--- config.mk ---
export PLATFORM = sky130hd
export DESIGN_NAME = consensus_column_vote_top_flat
export DESIGN_NICKNAME = d
export VERILOG_FILES = /design/src/rtl/ccv_pkg.sv /design/src/rtl/ccv_col_if.sv /design/src/rtl/ccv_res_if.sv /design/src/rtl/ccv_lane.sv /design/src/rtl/ccv_merge.sv /design/src/rtl/consensus_column_vote_top.sv /design/src/flat_wrapper.sv
export SDC_FILE = /design/constraint.sdc
export NUM_CORES = 1
export LEC_CHECK = 0
export BUFFER_PORTS_ARGS = -buffer_cell sky130_fd_sc_hd__buf_2
export CAP_MARGIN = 20
export CELL_PAD_IN_SITES_DETAIL_PLACEMENT = 1
export CELL_PAD_IN_SITES_GLOBAL_PLACEMENT = 1
export CORE_MARGIN = 4
export CORE_UTILIZATION = 40
export CTS_CLUSTER_DIAMETER = 80
export CTS_CLUSTER_SIZE = 25
export DETAILED_ROUTE_END_ITERATION = 8
export HOLD_SLACK_MARGIN = 0.1
export PLACE_DENSITY = 0.63
export SYNTH_ARGS = -nofsm -noshare
export SYNTH_HDL_FRONTEND = slang
export SYNTH_SLANG_ARGS = --single-unit
export TNS_END_PERCENT = 5
--- constraint.sdc ---
create_clock -name i_clk -period 31.3 [get_ports i_clk]
set_input_delay 4.695 -clock i_clk [delete_from_list [all_inputs] [get_ports i_clk]]
set_output_delay 4.695 -clock i_clk [all_outputs]
set_load 0.02 [all_outputs]
--- src/rtl/ccv_pkg.sv ---
`timescale 1ns / 1ps
// ----------------------------------------------------------------------------
// ccv_pkg
// Shared constants and types for the column consensus vote block.
// ----------------------------------------------------------------------------
package ccv_pkg;

    localparam int MAX_ROWS = 8;
    localparam int SYM_W    = 3;
    localparam int NUM_SYM  = 5;
    localparam int QUAL_W   = 8;
    localparam int LP_W     = 4;
    localparam int CNT_W    = $clog2(MAX_ROWS + 1);
    localparam int TIE_W    = $clog2(NUM_SYM + 1);
    localparam int SUM_W    = QUAL_W + $clog2(MAX_ROWS);
    localparam int CODES_W  = SYM_W * MAX_ROWS;
    localparam int QUALS_W  = QUAL_W * MAX_ROWS;

    localparam logic [SYM_W-1:0]  SYM_GAP       = 3'd4;
    localparam logic [QUAL_W-1:0] THRESH_AT_RST = 8'd43;

    typedef logic [NUM_SYM-1:0] t_onehot;

    typedef struct packed {
        logic             hit;
        logic [SYM_W-1:0] code;
    } t_decide;

endpackage

--- src/rtl/ccv_col_if.sv ---
`timescale 1ns / 1ps
// ----------------------------------------------------------------------------
// ccv_col_if
// Column channel: lane codes, lane qualities and lane count per item.
// ----------------------------------------------------------------------------
interface ccv_col_if import ccv_pkg::*; ();

    logic               valid;
    logic               ready;
    logic [CODES_W-1:0] base_codes;
    logic [QUALS_W-1:0] quality_bytes;
    logic [LP_W-1:0]    lanes_present;

    modport source (output valid, base_codes, quality_bytes, lanes_present, input ready);
    modport sink   (input valid, base_codes, quality_bytes, lanes_present, output ready);

endinterface

--- src/rtl/ccv_res_if.sv ---
`timescale 1ns / 1ps
// ----------------------------------------------------------------------------
// ccv_res_if
// Result channel: one consensus symbol per item.
// ----------------------------------------------------------------------------
interface ccv_res_if import ccv_pkg::*; ();

    logic             valid;
    logic             ready;
    logic [SYM_W-1:0] consensus_code;

    modport source (output valid, consensus_code, input ready);
    modport sink   (input valid, consensus_code, output ready);

endinterface

--- src/rtl/ccv_lane.sv ---
`timescale 1ns / 1ps
// ----------------------------------------------------------------------------
// ccv_lane
// One lane: clamp the symbol code and register a one-hot vote and quality.
// ----------------------------------------------------------------------------
module ccv_lane import ccv_pkg::*; (
    input  logic              i_clk,
    input  logic              i_en,
    input  logic              i_present,
    input  logic [SYM_W-1:0]  i_code,
    input  logic [QUAL_W-1:0] i_qual,
    output logic [SYM_W-1:0]  o_sym,
    output t_onehot           o_onehot,
    output logic [QUAL_W-1:0] o_qual
);

    t_onehot           r_onehot, n_onehot;
    logic [QUAL_W-1:0] r_qual;

    assign o_sym = (i_code > SYM_GAP) ? SYM_GAP : i_code;

    always_comb begin
        n_onehot = '0;
        if (i_present) begin
            n_onehot[o_sym] = 1'b1;
        end
    end

    always_ff @(posedge i_clk) begin
        if (i_en) begin
            r_onehot <= n_onehot;
            r_qual   <= i_qual;
        end
    end

    assign o_onehot = r_onehot;
    assign o_qual   = r_qual;

endmodule

--- src/rtl/ccv_merge.sv ---
`timescale 1ns / 1ps
// ----------------------------------------------------------------------------
// ccv_merge
// Combine lane votes: counts and sums, tie analysis, best sum, lane pick.
// ----------------------------------------------------------------------------
module ccv_merge import ccv_pkg::*; (
    input  logic                           i_clk,
    input  logic                           i_en,
    input  t_onehot [MAX_ROWS-1:0]         i_onehot,
    input  logic [MAX_ROWS-1:0][QUAL_W-1:0] i_qual,
    input  t_decide                        i_spec,
    output logic [SYM_W-1:0]               o_code
);

    // count and sum stage
    logic [NUM_SYM-1:0][CNT_W-1:0] r2_cnt, n2_cnt;
    logic [NUM_SYM-1:0][SUM_W-1:0] r2_sum, n2_sum;
    t_onehot [MAX_ROWS-1:0]        r2_oh;
    t_decide                       r2_dec;

    always_comb begin
        n2_cnt = '0;
        n2_sum = '0;
        for (int s = 0; s < NUM_SYM; s++) begin
            for (int i = 0; i < MAX_ROWS; i++) begin
                n2_cnt[s] = n2_cnt[s] + CNT_W'(i_onehot[i][s]);
                if (i_onehot[i][s]) begin
                    n2_sum[s] = n2_sum[s] + SUM_W'(i_qual[i]);
                end
            end
        end
    end

    always_ff @(posedge i_clk) begin
        if (i_en) begin
            r2_cnt <= n2_cnt;
            r2_sum <= n2_sum;
            r2_oh  <= i_onehot;
            r2_dec <= i_spec;
        end
    end

    // tie stage
    logic [CNT_W-1:0]              largest;
    t_onehot                       n3_tied, r3_tied;
    logic [TIE_W-1:0]              tie_cnt;
    logic [SYM_W-1:0]              first_tied;
    t_decide                       n3_dec, r3_dec;
    logic [NUM_SYM-1:0][SUM_W-1:0] r3_sum;
    t_onehot [MAX_ROWS-1:0]        r3_oh;

    always_comb begin
        largest    = '0;
        tie_cnt    = '0;
        first_tied = SYM_GAP;
        for (int s = 0; s < NUM_SYM; s++) begin
            if (r2_cnt[s] > largest) begin
                largest = r2_cnt[s];
            end
        end
        for (int s = NUM_SYM - 1; s >= 0; s--) begin
            n3_tied[s] = (r2_cnt[s] == largest);
            if (n3_tied[s]) begin
                tie_cnt    = tie_cnt + 1'b1;
                first_tied = SYM_W'(s);
            end
        end
        n3_dec = r2_dec;
        if (!r2_dec.hit) begin
            if (tie_cnt == TIE_W'(1) || (tie_cnt == TIE_W'(2) && n3_tied[SYM_GAP])) begin
                n3_dec.hit  = 1'b1;
                n3_dec.code = first_tied;
            end
        end
    end

    always_ff @(posedge i_clk) begin
        if (i_en) begin
            r3_tied <= n3_tied;
            r3_dec  <= n3_dec;
            r3_sum  <= r2_sum;
            r3_oh   <= r2_oh;
        end
    end

    // best sum stage
    logic [SUM_W-1:0]              n4_best, r4_best;
    t_onehot                       r4_tied;
    t_decide                       r4_dec;
    logic [NUM_SYM-1:0][SUM_W-1:0] r4_sum;
    t_onehot [MAX_ROWS-1:0]        r4_oh;

    always_comb begin
        n4_best = '0;
        for (int s = 0; s < NUM_SYM; s++) begin
            if (r3_tied[s] && r3_sum[s] > n4_best) begin
                n4_best = r3_sum[s];
            end
        end
    end

    always_ff @(posedge i_clk) begin
        if (i_en) begin
            r4_best <= n4_best;
            r4_tied <= r3_tied;
            r4_dec  <= r3_dec;
            r4_sum  <= r3_sum;
            r4_oh   <= r3_oh;
        end
    end

    // lane pick stage
    t_onehot          win;
    logic [SYM_W-1:0] n5_code, r5_code;

    always_comb begin
        win = '0;
        for (int s = 0; s < NUM_SYM; s++) begin
            if (SYM_W'(s) != SYM_GAP) begin
                win[s] = r4_tied[s] && (r4_sum[s] == r4_best);
            end
        end
        n5_code = SYM_GAP;
        for (int i = MAX_ROWS - 1; i >= 0; i--) begin
            for (int s = 0; s < NUM_SYM; s++) begin
                if (r4_oh[i][s] && win[s]) begin
                    n5_code = SYM_W'(s);
                end
            end
        end
        if (r4_dec.hit) begin
            n5_code = r4_dec.code;
        end
    end

    always_ff @(posedge i_clk) begin
        if (i_en) begin
            r5_code <= n5_code;
        end
    end

    assign o_code = r5_code;

endmodule

--- src/rtl/consensus_column_vote_top.sv ---
`timescale 1ns / 1ps
// ----------------------------------------------------------------------------
// consensus_column_vote_top
// Pipeline: the lane register loads at the accepting edge, then four merge
// stages follow (counts and sums, ties, best sum, lane pick); the lane pick
// register holds the result code.
// Throughput: one item per cycle; all stages advance together while the
// result register is empty or its item is taken.
// Reset: synchronous, active low; clears stage valids, threshold reads 43.
// ----------------------------------------------------------------------------
module consensus_column_vote_top import ccv_pkg::*; (
    input  logic              i_clk,
    input  logic              i_rst_n,
    ccv_col_if.sink           i_col,
    ccv_res_if.source         o_res,
    input  logic              i_cfg_wr_en,
    input  logic [QUAL_W-1:0] i_cfg_wr_data
);

    localparam int NSTG = 5;

    logic [QUAL_W-1:0] r_thresh;
    logic [NSTG-1:0]   r_vld;
    logic              en;

    assign en          = !r_vld[NSTG-1] || o_res.ready;
    assign i_col.ready = en;

    always_ff @(posedge i_clk) begin
        if (!i_rst_n) begin
            r_thresh <= THRESH_AT_RST;
        end else if (i_cfg_wr_en) begin
            r_thresh <= i_cfg_wr_data;
        end
    end

    always_ff @(posedge i_clk) begin
        if (!i_rst_n) begin
            r_vld <= '0;
        end else if (en) begin
            r_vld <= {r_vld[NSTG-2:0], i_col.valid};
        end
    end

    logic [LP_W-1:0]                 n_lanes;
    logic [MAX_ROWS-1:0][SYM_W-1:0]  lane_sym;
    t_onehot [MAX_ROWS-1:0]          lane_oh;
    logic [MAX_ROWS-1:0][QUAL_W-1:0] lane_q;

    assign n_lanes = (i_col.lanes_present > LP_W'(MAX_ROWS)) ? LP_W'(MAX_ROWS)
                                                             : i_col.lanes_present;

    for (genvar i = 0; i < MAX_ROWS; i++) begin : g_lane
        ccv_lane u_lane (
            .i_clk     (i_clk),
            .i_en      (en),
            .i_present (LP_W'(i) < n_lanes),
            .i_code    (i_col.base_codes[i*SYM_W +: SYM_W]),
            .i_qual    (i_col.quality_bytes[i*QUAL_W +: QUAL_W]),
            .o_sym     (lane_sym[i]),
            .o_onehot  (lane_oh[i]),
            .o_qual    (lane_q[i])
        );
    end

    // two-lane base against gap
    t_decide n_spec, r_spec;
    logic    gap0, gap1;

    assign gap0 = (lane_sym[0] == SYM_GAP);
    assign gap1 = (lane_sym[1] == SYM_GAP);

    always_comb begin
        n_spec = '{hit: 1'b0, code: SYM_GAP};
        if (n_lanes == LP_W'(2)) begin
            if (!gap0 && gap1) begin
                n_spec.hit = 1'b1;
                if (i_col.quality_bytes[QUAL_W-1:0] >= r_thresh) begin
                    n_spec.code = lane_sym[0];
                end
            end else if (gap0 && !gap1) begin
                n_spec.hit = 1'b1;
                if (i_col.quality_bytes[2*QUAL_W-1:QUAL_W] > r_thresh) begin
                    n_spec.code = lane_sym[1];
                end
            end
        end
    end

    always_ff @(posedge i_clk) begin
        if (en) begin
            r_spec <= n_spec;
        end
    end

    ccv_merge u_merge (
        .i_clk    (i_clk),
        .i_en     (en),
        .i_onehot (lane_oh),
        .i_qual   (lane_q),
        .i_spec   (r_spec),
        .o_code   (o_res.consensus_code)
    );

    assign o_res.valid = r_vld[NSTG-1];

    a_code_range: assert property (@(posedge i_clk) disable iff (!i_rst_n)
        o_res.valid |-> (o_res.consensus_code <= SYM_GAP))
        else $error("consensus code out of range");

    a_stall_hold: assert property (@(posedge i_clk) disable iff (!i_rst_n)
        (!en) |=> $stable(r_vld) && $stable(o_res.consensus_code))
        else $error("pipeline moved while stalled");

    a_cfg_write: assert property (@(posedge i_clk) disable iff (!i_rst_n)
        i_cfg_wr_en |=> (r_thresh == $past(i_cfg_wr_data)))
        else $error("threshold write lost");

endmodule
--- src/flat_wrapper.sv ---
// flat-port wrapper written by rule: the top's interface ports become plain ports
module consensus_column_vote_top_flat import ccv_pkg::*;
  (i_clk, i_rst_n, i_cfg_wr_en, i_cfg_wr_data, i_col_valid, i_col_base_codes, i_col_quality_bytes, i_col_lanes_present, i_col_ready, o_res_valid, o_res_consensus_code, o_res_ready);
  ccv_col_if i_col_i ();
  ccv_res_if o_res_i ();
  input  logic i_clk;
  input  logic i_rst_n;
  input  logic i_cfg_wr_en;
  input  logic [QUAL_W-1:0] i_cfg_wr_data;
  input wire logic [$bits(i_col_i.valid)-1:0] i_col_valid;
  input wire logic [$bits(i_col_i.base_codes)-1:0] i_col_base_codes;
  input wire logic [$bits(i_col_i.quality_bytes)-1:0] i_col_quality_bytes;
  input wire logic [$bits(i_col_i.lanes_present)-1:0] i_col_lanes_present;
  output wire logic [$bits(i_col_i.ready)-1:0] i_col_ready;
  output wire logic [$bits(o_res_i.valid)-1:0] o_res_valid;
  output wire logic [$bits(o_res_i.consensus_code)-1:0] o_res_consensus_code;
  input wire logic [$bits(o_res_i.ready)-1:0] o_res_ready;
  assign i_col_i.valid = i_col_valid;
  assign i_col_i.base_codes = i_col_base_codes;
  assign i_col_i.quality_bytes = i_col_quality_bytes;
  assign i_col_i.lanes_present = i_col_lanes_present;
  assign i_col_ready = i_col_i.ready;
  assign o_res_valid = o_res_i.valid;
  assign o_res_consensus_code = o_res_i.consensus_code;
  assign o_res_i.ready = o_res_ready;
  consensus_column_vote_top u_core (.i_clk(i_clk), .i_rst_n(i_rst_n), .i_col(i_col_i), .o_res(o_res_i), .i_cfg_wr_en(i_cfg_wr_en), .i_cfg_wr_data(i_cfg_wr_data));
endmodule
Word level (Yosys, flattened, before mapping):

Index checks and enable logic that the tools add are counted.

* bits in latches: 0
* output and inout bits: 5
* bits in read-only memories: 0
* RAM bits: 0
* flip-flop bits (word level): 426
* memories kept: 0

* reductions and logical operators: 57
* bitwise operators: 0
* mux-type cells: 123
* multiply operators: 0
* shifts and indexed selects: 0
* magnitude comparators: 45
* add/subtract/negate cells: 74
* eq/ne operators: 14
* div/mod/pow operators: 0

Operators with widths (count)
* $mux 11: 40
* $add 11x8->11: 35
* $mux 3: 52
* $add 4x1->4: 20
* $logic_and 1x1->1: 52
* $eq 11x11->1: 4
* $gt 11x11->1: 4
* $mux 8: 5
* $mux 4: 9
* $lt 3x4->1 const B: 8
* $demux 1 s3: 8
* $ge 3x1->1 const B: 8
* $gt 3x3->1 const B: 8
* $add 3x1->4: 5
* $eq 4x4->1: 5
* $gt 4x4->1: 4
* $lt 3x4->1 const A: 4
* $add 2x1->3: 5
* $add 3x1->3 const B: 4
* $gt 11x1->1 const B: 1
* $add 1x1->2: 5
* $mux 1: 9
* $ge 8x8->1: 1
* $gt 8x8->1: 1
* 10 further kinds: 16

Depth between registers and ports, before layout:

Gate-level depths: netlist of run 1.

* word-level depth: 36
* depth in mapped cells: 49
* mapped depth without buffers: 45

Hierarchy:

From an unflattened synthesis of run 1, not the netlist that was laid out.

* cell total of the unflattened synthesis: 3467
* area, all modules: 34683.3 µm²

By module, submodules not included
* ccv_merge: times used 1, area each 29846.1 µm², cells each 3172, seq. area each 9158.8 µm²
* ccv_lane at u_core.g_lane[0].u_lane ...: times used 7, area each 459.2 µm², cells each 21, seq. area each 390.4 µm²
* consensus_column_vote_top: times used 1, area each 1152.4 µm², cells each 127, seq. area each 380.4 µm²
* ccv_lane at u_core.g_lane[7].u_lane: times used 1, area each 470.5 µm², cells each 21, seq. area each 390.4 µm²

Worst setup path before layout of run 1:

No wires, ideal clock.

* path kind: input-to-output
* start point: in o_res_ready
* end point: out i_col_ready
* setup slack: 13645 ps
* stages on the path: 3
* arrival: 12960 ps
* data required time: 26605 ps
* cells stage by stage: nor2b_1 clkbuf_1 inv_1

* cells in the longest elaborated chain, start to end: 1

Ends and longest elaborated chain
* start, declared: line flat_wrapper.sv:17 `input wire logic [$bits(o_res_i.ready)-1:0] o_res_ready;`
* $logic_or 1x1->1: line consensus_column_vote_top.sv:26 `assign en = !r_vld[NSTG-1] || o_res.ready;`
* end, declared: line flat_wrapper.sv:14 `output wire logic [$bits(i_col_i.ready)-1:0] i_col_ready;`

Every way passes these cells.

Worst setup path in the final report of run 1:

Ends and elaborated chain as after synthesis.

==> results.md, run 1 <==
Floorplan:
- In this run the core area contains 105 standard-cell rows.
- The die extent in x is 297 um.
- The region available for standard cell placement spans 82500 um^2.
- The number of I/O pins is 110.
- The die is 297 um tall.
- Once the floorplan was initialized, standard cells occupied 40.5% of the core.
- The die covers 88300 um^2.

Min path:
- The type of the tightest min-delay check is reg2reg.

STA:
- The post-route clock period utilization is 34.3%.
- Measured against its own limit, the worst slew margin works out to 27.0%.
- For the final routed database, the setup TNS stands at 0 ns.
- The final critical-path required period is 10.74 ns.
- Setup violations remaining at the end of the flow were counted as 0.
- The hold violation count in the final report is 0.
- For the pin with the worst max-slew slack, the measured transition is 1.07 ns.
- Setup repair after global routing left no endpoint under its margin.
- Based on the critical path, the design can be clocked at up to 93.1 MHz.
- The worst setup skew after layout is 0.0389 ns.
- The max-slew violation count is 0.

Power:
- The power density over cell area is 86.5 nW/um^2.
- The overall power is 3.13 mW.
- Across the VDD grid, the largest voltage drop is 0.155 mV.
- The leakage power summed over all cells is 15.8 nW.

Detailed routing:
- The number of nets with antenna violations after routing is 0.
- The per-cell via count in the routed design is 5.51.
- Summing over every cut layer, the via total after detailed routing is 24700.
- Dividing the detail-routed wire length by the instance count gives 22.4 um.
- The number of DRC violations after detailed-routing iteration 0 is 1105.
- After detailed routing, the total wire length is 100000 um.
- The post-route DRC violation count is 0.
- The count of TritonRoute iterations in the first routing pass is 5.

Yosys:
- By area the synthesized netlist is led by edfxtp_1, ha_1, xnor2_1, mux2_2, inv_1.
- The number of unique standard cell types used by synthesis is 85.
- The post-synth net total is 3849.
- The number of warnings issued by yosys is 0.
- Of the post-synthesis cell area, the dominant cell type holds 37.1%.
- The prevailing post-synth register cell is edfxtp_1.
- The cell accounting for the most synthesized area is edfxtp_1.
- The number of synthesized flops with an enable pin is 413.
- Counting every instance in the synthesized netlist gives 3315.
- The part of the Yosys area used for sequential elements is 37.9%.
- The average cell area after synthesis is 10.1 um^2.
- Summing every instance area after synthesis gives 33400 um^2.
- The synthesized design contains 426 register bits.
- The share of async-settable or async-resettable flops after synthesis is 0%.

CTS:
- The CTS root buffer is clkbuf_16.
- The clock-pin transition on the worst setup and hold timing paths is 0.09 ns.
- The maximum count of clock buffers along a single path is 3.
- TritonCTS built the clock tree.
- The number of sinks on the clock net is 426.
- In this run the number of H-tree levels came out at 1.
- The number of buffers created by CTS is 27.
- The number of gates resized after CTS was 0.
- After clock tree synthesis, the setup repair step added 0 buffers.
- The clock reaches the later pin of the worst-skew pair after 0.65 ns.
- The number of buffers inserted for hold repair after clock tree synthesis is 0.

Final layout:
- The multi-input combinational cells in the finished layout cover a total of 19100 um^2.
- The filler cells instantiated in the layout total 9285.
- Of the cells placed in the final design, the portion with a size suffix greater than 1 is 10.3%.
- In the final layout, flip-flops and latches occupy 12700 um^2.
- From synthesis to final layout, the design area changed by 8.12%.
- The final design area excluding fillers is 36100 um^2.
- The final net count is 3927.

Job:
- Max-cap violations in this run came to 0.

Critical path:
- In this design, the stage delay of the slowest critical-path cell is 0.62 ns.
- The type of origin of the critical path is a primary input.
- The setup path with the least slack is of type in2out.
- The data arrival time of the worst path is 6.04 ns.
- The critical path's most frequent cell is buf_2.
- The largest individual stage delay along the critical path comes from the cell nor2b_1.
- STA puts the critical path data required time at 26.61 ns.
- The signal on the critical path passes through buf_2 -> nor2b_1 -> inv_8 -> buf_2.
- The critical-path maximum fanout is 49.
- STA classifies the critical path endpoint as an output port.

GRT:
- In the global route stage, overall resource usage came out at 22.3%.
- The wire length of the first global-routing pass is 152000 um.
- The maximum number of pins on one net before global-route repair is 83.
- The number of global-route vias before repair is 26000.
- The initial antenna violation count is 7.
- For this run the aggregate overflow at the end of global routing stands at 0.

Placed design:
- The sum of net half-perimeters after detailed placement is 83200 um.
- In this run the tool buffered the top-level ports with 109 buffer cells.
- Routability-driven placement finished with a final weighted congestion of 0.849.
- In this run the cell area measured after placement is 35200 um^2.

Run status:
- The flow ran to the end, and the final reports show no timing, DRC or antenna violations.
==> cells in the mapped netlist (all sizes together) (23+ instances only) <==
cell type and n:
fa 55, a21o 57, mux2 125, inv 347, nand4 23, o21a 76
clkbuf 75, mux2i 74, a21oi 248, nand3 28, nor2 185, o21bai 44
a21boi 34, o211ai 23, nor2b 86, nand2 223, xnor2 232, nand2b 24
xor2 52, and2 28, ha 374, edfxtp 413, o21ai 248
==> worst paths after layout <==
check	from	to	slack, ns	depth (start not counted)
worst max-delay path	o_res_ready	i_col_ready	20.56	4
worst min-delay path	u_core.u_merge.r2_oh[17]	u_core.u_merge.r3_oh[17]	0.42	0
worst max register to register	u_core.u_merge.r2_cnt[7]	u_core.u_merge.r3_dec[2]	21.10	35
worst min register to register	u_core.u_merge.r2_oh[17]	u_core.u_merge.r3_oh[17]	0.42	0
==> state kept, by name (all words and copies together) (netlist names) <==
signal                         flops
u_core.g_lane.u_lane.o_qual       64
u_core.u_merge.r2_sum             55
u_core.u_merge.r3_sum             55
u_core.u_merge.r4_sum             44
u_core.g_lane.u_lane.o_onehot     40
u_core.u_merge.r2_oh              32
u_core.u_merge.r3_oh              32
u_core.u_merge.r4_oh              32
u_core.u_merge.r2_cnt             20
u_core.u_merge.r4_best            11
u_core.r_thresh                    8
u_core.r_vld                       5
u_core.u_merge.r3_tied             5
u_core.r_spec                      4
u_core.u_merge.r2_dec              4
u_core.u_merge.r3_dec              4
u_core.u_merge.r4_dec              4
u_core.u_merge.r4_tied             4
u_core.u_merge.o_code              3
==> per-layer routing <==
metal  global-route usage [%]  part of all wire [%]
met1                     30.4                    46
met4                     6.62                   3.4
met2                     38.1                    47
met5                        0                     0
met3                     1.78                   3.0
==> worst max-delay path: cells and delay by family <==
family | cells | cell delay, ns
buffers and inverters | 3 | 0.68
and+or+nand+nor | 1 | 0.62
==> cells by family after synthesis <==
family	Yosys count	synth area share, %
fa+ha+maj	429	17.3
simple gates	703	10.3
compound gates	837	15.6
buf+inv	437	4.95
flops	426	37.9
mux	199	6.48
xor+xnor	284	7.54
==> power breakdown <==
group          internal [mW]  switching (mW)  total [mW]
registers              0.755          0.0948       0.850
logic                  0.848            1.02        1.87
clock network          0.187           0.219       0.405
total                   1.79            1.34        3.13
==> layout make-up <==
class	count	area share [%]
inverters	353	3.70
well taps	1070	3.70
clock inverters	19	0.793
clock buffers	27	1.87
repair buffers	133	2.01
diodes	1	0.00692
multi-input cells	2452	52.9
flip-flops and latches	426	35.0
==> cells in the final DEF, fill, tap and decap left out, drive strengths merged, types with 11 or more instances in the layout <==
cell / instances
xor2: 52
nand4: 23
buf: 133
o211ai: 23
mux2: 125
or2: 13
nand3: 28
nor2b: 86
inv: 356
nand2b: 24
xnor2: 232
ha: 374
mux2i: 74
fa: 55
nor3: 21
nor2: 185
o21bai: 44
edfxtp: 413
a21boi: 34
o21a: 76
or3: 11
nor4: 11
a21oi: 248
a31oi: 11
clkbuf: 27
a21o: 57
o21ai: 248
and3: 13
dfxtp: 13
nand2: 223
clkinv: 14
and2: 28
==> metrics by stage <==
step                cells  setup slack [ns]  hold slack, ns  util (%)
global placement     4434             20.58           0.401      42.6
finish               4481             20.56           0.424      43.8
detailed placement   4434             20.54           0.405      42.6
global route         4480             20.29           0.432      43.8
CTS                  4480             20.54           0.427      43.8
floorplan            3315             13.64           0.400         -
Power figures use the tool's default switching activity.
==> inputs of run 2 (changes only) <==
Clock period 31.3 ns to 11.2 ns, I/O delays scaled along.
==> run 2 against run 1 <==
Against the previous run: sequential share of layout area decreased by 0.083 points; combinational power increased to 2.8 times the previous value; die area unchanged; sequential power increased to 2.8 times the previous value; via count decreased by 0.28%.
==> results.md, run 2 (same netlist as run 1, synthesis figures left out) <==
Run status:
- The run finished with clean final reports.

Critical path:
- The setup path with the least slack is of type reg2reg.
- The data required time at the worst endpoint is 11.57 ns.
- The critical-path maximum fanout is 12.
- The element type at the critical path end is a flip-flop.
- The critical path's most frequent cell is ha_1.
- Data on the critical path arrives at its endpoint at 10.26 ns.
- The number of cell instances on the worst register-to-register path is 36.
- For this run, the slowest stage of the critical path takes 0.49 ns.
- The slowest stage cell on the critical path is edfxtp_1.
- STA classifies the critical path startpoint as a flip-flop.

GRT:
- The initial antenna violation count was 7.
- The met1 usage in global routing is 30.2%.
- For this run the aggregate overflow at the end of global routing stands at 0.
- The met2 routing resource usage after global routing is 37.9%.
- Global routing used 2.82% of the available met3 tracks.
- After global routing, the most crowded layer is met2.
- Entering global routing, the biggest net connects 197 pins.
- Across every metal layer, demand over resource in global routing totals 22.4%.
- The number of global-route vias before repair was 26200.
- The wire length of the first global-routing pass is 154000 um.

Final layout:
- The most common library cell in the layout ignoring fill and taps is edfxtp_1.
- The register with the most flip-flops in the layout has 64 of them.
- The final net count is 3932.
- For this run, the share of the core covered by cells in the final layout is 43.9%.
- Relative to the synthesized area, the layout overhead comes to 8.38%.
- Cells with a size suffix above 1 make up 10.3% of the layout.
- In the layout the commonest cells are edfxtp_1, ha_1, inv_1.

CTS:
- The deepest level of the CTS H-tree is 1.
- TritonCTS built the clock tree.
- The number of gates resized after CTS is 0.
- The number of sinks on the clock net is 426.
- The clock passes through at most 3 buffers.
- Clock-pin slew was measured on the worst setup and hold paths at 0.09 ns.
- The clock latency on the worst-skew pair is 0.65 ns.
- The number of buffers created by CTS is 27.
- The count of buffers added by post-CTS timing repair for setup is 0.
- For this design, the CTS-stage hold fixing added 0 buffers.
- The CTS root buffer is clkbuf_16.

Detailed routing:
- The sum of routed wire length over all layers is 101000 um.
- The per-cell via count in the routed design is 5.49.
- In the final routed layout, each cell accounts on average for 22.5 um.
- The number of nets with antenna violations after routing is 0.
- The count of TritonRoute iterations in the first routing pass is 5.
- The detailed router finished its first iteration with 1139 violations.
- Detailed routing inserted a total of 24600 vias.
- After detailed routing, the number of remaining DRC violations is 0.

STA:
- The transition at the pin with the smallest max-transition slack is 1.11 ns.
- The summed negative setup slack over all endpoints is 0 ns.
- The hold violation count in the final report was 0.
- The worst-case hold slack is 0.403 ns.
- Timing would allow up to 101 MHz.
- The max-slew violation count was 0.
- The worst setup skew after layout is 0.0464 ns.
- Setup repair after global routing left no endpoint under its margin.
- Counting I/O delays and the setup requirement, the final critical path takes 9.88 ns.
- After layout, the worst path uses 88.3% of the clock period.
- The setup-violating endpoint count in the final report is 0.
- The headroom to the max-slew limit is 25.9%.

Floorplan:
- The number of I/O pins is 110.
- The number of rows in the core area is 105.
- The die extent in x is 297 um.
- The starting density of the core is 40.5%.
- The area inside the core boundary is 82500 um^2.
- Measured along the y axis, the die boundary spans 297 um.
- The area of the die is 88300 um^2.

Job:
- The tool flagged a number of max-cap violations equal to 0.

Min path:
- The depth of the worst hold-timing path is 0.
- The worst hold path belongs to the class reg2reg.

Placed design:
- Input and output buffers added on the ports amount to 109.
- The HPWL after detailed placement is 84100 um.
- The final weighted congestion in routability-driven placement is 0.852.

Power:
- The overall power is 8.73 mW.
- For this design the static power due to leakage is 15.8 nW.
- The power density over cell area is 241 nW/um^2.
- The peak ir drop on the vdd network is 0.761 mV.
-- run 2: changes by cell type in the layout (fill, tap and decap cells not counted), sizes merged --
cell / previous run / this run
clkbuf: 27 / 28
dlymetal6s2s: 0 / 1
clkinvlp: 0 / 2
clkinv: 14 / 11
buf: 133 / 137
bufinv: 2 / 3
diode: 1 / 5
-- run 2: layout make-up --
cell class | instances | area (um^2)
fillers | 9257 | 46300
multi-input cells | 2452 | 19100
flip-flops and latches | 426 | 12700
well taps | 1070 | 1340
inverters | 353 | 1340
repair buffers | 138 | 781
clock buffers | 28 | 679
clock inverters | 19 | 308
diodes | 5 | 12.5
-- run 2: worst paths after layout --
| path | startpoint | endpoint | slack (ns) |
|---|---|---|---|
| max | u_core.u_merge.r2_cnt[6] | u_core.u_merge.r3_dec[2] | 1.32 |
| min | u_core.u_merge.r2_sum[14] | u_core.u_merge.r3_sum[14] | 0.40 |
| min reg2reg | u_core.u_merge.r2_sum[14] | u_core.u_merge.r3_sum[14] | 0.40 |
| max reg2reg | u_core.u_merge.r2_cnt[6] | u_core.u_merge.r3_dec[2] | 1.32 |
-- run 2: per-stage QoR --
| step | instance area (um^2) | cells | worst slack (ns) |
|---|---|---|---|
| after floorplan | 33400 | 3315 | 2.31 |
| after global placement | 35200 | 4438 | 1.65 |
| after detailed placement | 35200 | 4438 | 1.33 |
| after CTS | 36200 | 4485 | 1.30 |
| after global routing | 36200 | 4486 | 0.619 |
| final | 36200 | 4491 | 1.32 |
-- run 2: per-layer routing --
metal | up-vias | share of wire [%]
li1 | 12000 | -
met1 | 12200 | 46
met2 | 362 | 47
met3 | 135 | 4.0
met4 | 4 | 3.4
met5 | - | 0.027
-- run 2: worst max-delay path: cells and delay by family (launching register included) --
kind | cells | cell delay [ns]
AOI/OAI and AO/OA | 10 | 2.78
xor gates and xnor gates | 2 | 0.44
adders and majority gates | 7 | 2.39
buffers and inverters | 2 | 0.22
DFF | 1 | 0.49
muxes | 4 | 1.30
and+or+nand+nor | 11 | 2.01
-- run 2: power breakdown --
| part | total, mW | switching (mW) | internal, mW |
|---|---|---|---|
| clock network | 1.16 | 0.609 | 0.546 |
| logic | 5.20 | 2.83 | 2.37 |
| registers | 2.37 | 0.257 | 2.11 |
==> inputs of run 3 (changes only) <==
Settings changed: SYNTH_HIERARCHICAL set to 1.
==> run 3 against run 2 <==
Against the previous run: area after synthesis is 3.4% higher; wire length up 12%; maximum frequency increased by 4.1%; cell count is 5.0% higher; clock power is 4% higher; combinational power fell by 11%; global-route usage grew 2.2 points; flip-flop and latch count unchanged; cell area rose by 3.6%; setup slack better by 0.39 ns; first-iteration DRC count up 54%; critical path type unchanged.
==> results.md, run 3 <==
Run status:
- The run finished with clean final reports.

Placed design:
- The count of port buffers added during placement is 109.
- The sum of net half-perimeters after detailed placement is 93700 um.
- At the end of routability-driven placement, the weighted congestion stood at 0.920.
- In this run the cell area measured after placement is 36400 um^2.

GRT:
- For this run, the total global-route usage over all layers was measured as 24.6%.
- The first global-routing pass estimated 170000 um of wire.
- The number of global-route vias before repair is 28400.
- The maximum number of pins on one net before global-route repair is 76.
- The initial antenna violation count is 3.
- The total congestion overflow is 0.

CTS:
- The clock latency on the worst-skew pair is 0.66 ns.
- Buffers inserted during clock tree synthesis total 30.
- The number of gates resized after CTS is 0.
- CTS placed an instance of clkbuf_16 at the clock tree root.
- The longest clock path from root to sink contains 3 buffers.
- The clock net in this run drives a total of 426 sinks.
- The deepest level of the CTS H-tree is 1.
- After clock tree synthesis, the setup repair step added 0 buffers.
- The TritonCTS clock tree is yes.
- The number of buffers inserted for hold repair after clock tree synthesis is 0.
- After clock tree synthesis, the clock-pin slew on the worst setup and hold paths is 0.10 ns.

Job:
- The count of maximum capacitance violations is 0.

Critical path:
- In this design, the stage delay of the slowest critical-path cell is 0.87 ns.
- The reg-to-reg critical path startpoint is u_core/g_lane[0].u_lane/o_onehot[1].
- The launching element of the worst setup path is u_core/g_lane[0].u_lane/o_onehot[1].
- STA puts the critical path data arrival time at 9.88 ns.
- In this design, the critical path's most frequently occurring cell is ha_1.
- The element type at the critical path end is a flip-flop.
- The endpoint identified for the worst register-to-register timing path is u_core/u_merge/r2_sum[21].
- The type of the worst setup path is reg2reg.
- The slack of the worst reg-to-reg path is 1.71 ns.
- The slowest stage cell on the critical path is edfxtp_1.
- The most critical setup path has its endpoint at u_core/u_merge/r2_sum[21].
- The type of origin of the critical path is a flip-flop.
- The data required time at the worst endpoint is 11.59 ns.
- The critical-path maximum fanout is 10.
- The number of cell instances on the worst register-to-register path is 39.

Detailed routing:
- The first TritonRoute pass finished after 8 iterations.
- The number of nets with antenna violations after routing is 0.
- The number of DRC violations after detailed-routing iteration 0 is 1756.
- After detailed routing, the number of remaining DRC violations is 0.
- The routed design has 113000 um of wire.
- The average wire per cell in the routed design is 24.0 um.
- The per-cell via count in the routed design is 5.72.
- The total vias in the final route is 27000.

STA:
- Derived from the worst setup path, the maximum achievable clock frequency is 105 MHz.
- The final critical-path required period is 9.49 ns.
- The worst setup skew after layout is 0.0189 ns.
- The max-slew violation count is 0.
- The setup-violating endpoint count in the final report is 0.
- The hold violation count in the final report was 0.
- The final critical path takes up 84.7% of the cycle.
- Setup repair after global routing left no endpoint under its margin.
- The transition at the pin with the smallest max-transition slack is 1.07 ns.
- Measured against its own limit, the worst slew margin works out to 27.7%.
- For the final routed database, the setup TNS stands at 0 ns.

Final layout:
- After routing the design area is 37500 um^2.
- Of the cells placed in the final design, the portion with a size suffix greater than 1 is 11.0%.
- After the last flow step, the layout net total stands at 4079.
- Leaving out fill and tap cells, the most frequent cell in the layout is edfxtp_1.
- The layout-stage area growth over the synthesis result is 8.59%.
- In the layout the commonest cells are edfxtp_1, ha_1, inv_1.
- The flip-flop count of the largest register after layout is 64.

Floorplan:
- The die is 302 um wide.
- The starting density of the core is 40.5%.
- Row generation in the floorplan step produced 107 rows.
- The floorplan step defined a core boundary enclosing 85400 um^2.
- The area of the die is 91200 um^2.
- The die span in y is 302 um.
- For this design the top-level I/O count stands at 110.

Yosys:
- The number of warnings issued by yosys is 6.
- The netlist area before placement is 34600 um^2.
- After synthesis, the mean cell area works out to 10.0 um^2.
- The count of mapped cells out of synthesis is 3449.
- The post-synth net total is 3983.

Power:
- The peak ir drop on the vdd network is 0.397 mV.
- Dividing total power by cell area gives a power density of 221 nW/um^2.
- The analysis attributes to cell leakage a power of 16.5 nW.

Min path:
- The worst hold path was traced through 0 stages.
- The type of the tightest min-delay check is reg2reg.
[run 3: report_power, final]
part	internal (mW)	leakage, nW	switching, mW
clock network	0.558	0.524	0.655
registers	2.13	4.83	0.309
logic	2.09	11.1	2.56
total	4.77	16.5	3.53
[run 3: worst min path at each step]
stage | end | from | slack, ns
after floorplan | u_core/u_merge/r2_dec[0] | u_core/r_spec[0] | 0.40
after detailed placement | u_core/u_merge/r3_sum[44] | u_core/u_merge/r2_sum[44] | 0.41
after global routing | u_core/u_merge/r3_sum[28] | u_core/u_merge/r2_sum[28] | 0.42
after global placement | u_core/u_merge/r3_sum[45] | u_core/u_merge/r2_sum[45] | 0.40
final | u_core/u_merge/r3_sum[28] | u_core/u_merge/r2_sum[28] | 0.41
after CTS | u_core/u_merge/r3_sum[28] | u_core/u_merge/r2_sum[28] | 0.41
[run 3: metal layers]
layer  wire [um]  global-route usage, %
met5           0                      0
met4        4120                   7.97
met3        4420                   2.68
met2       52500                   41.4
met1       52200                   33.3
[run 3: final cells by class]
cell class	count	area, um^2
clock inverter	20	274
inverter	320	1210
timing repair buffer	129	696
fill	9568	47900
antenna	4	10.0
clock buffer	36	805
multi-input combinational	2638	20400
tap	1144	1430
sequential	426	12700
[run 3: critical path: cells and delay by family (launching register included)]
kind	cells	cell delay (ns)
buf+inv	3	0.24
fa+ha+maj	8	2.61
simple gates	10	1.65
xor+xnor	4	0.52
compound gates	11	2.29
mux	3	1.06
flops	1	0.87
[run 3: per-stage QoR]
| stage | power (mW) | std cells | utilization, % | setup slack (ns) | hold slack [ns] |
|---|---|---|---|---|---|
| 2_1_floorplan | 5.91 | 3449 | - | 2.31 | 0.400 |
| 3_3_place_gp | 6.90 | 4657 | 42.7 | 2.15 | 0.402 |
| 3_5_place_dp | 7.12 | 4657 | 42.7 | 1.86 | 0.405 |
| 4_1_cts | 8.37 | 4713 | 43.9 | 1.79 | 0.413 |
| 5_1_grt | 8.96 | 4713 | 43.9 | 0.979 | 0.422 |
| 6_report | 8.30 | 4717 | 43.9 | 1.71 | 0.414 |
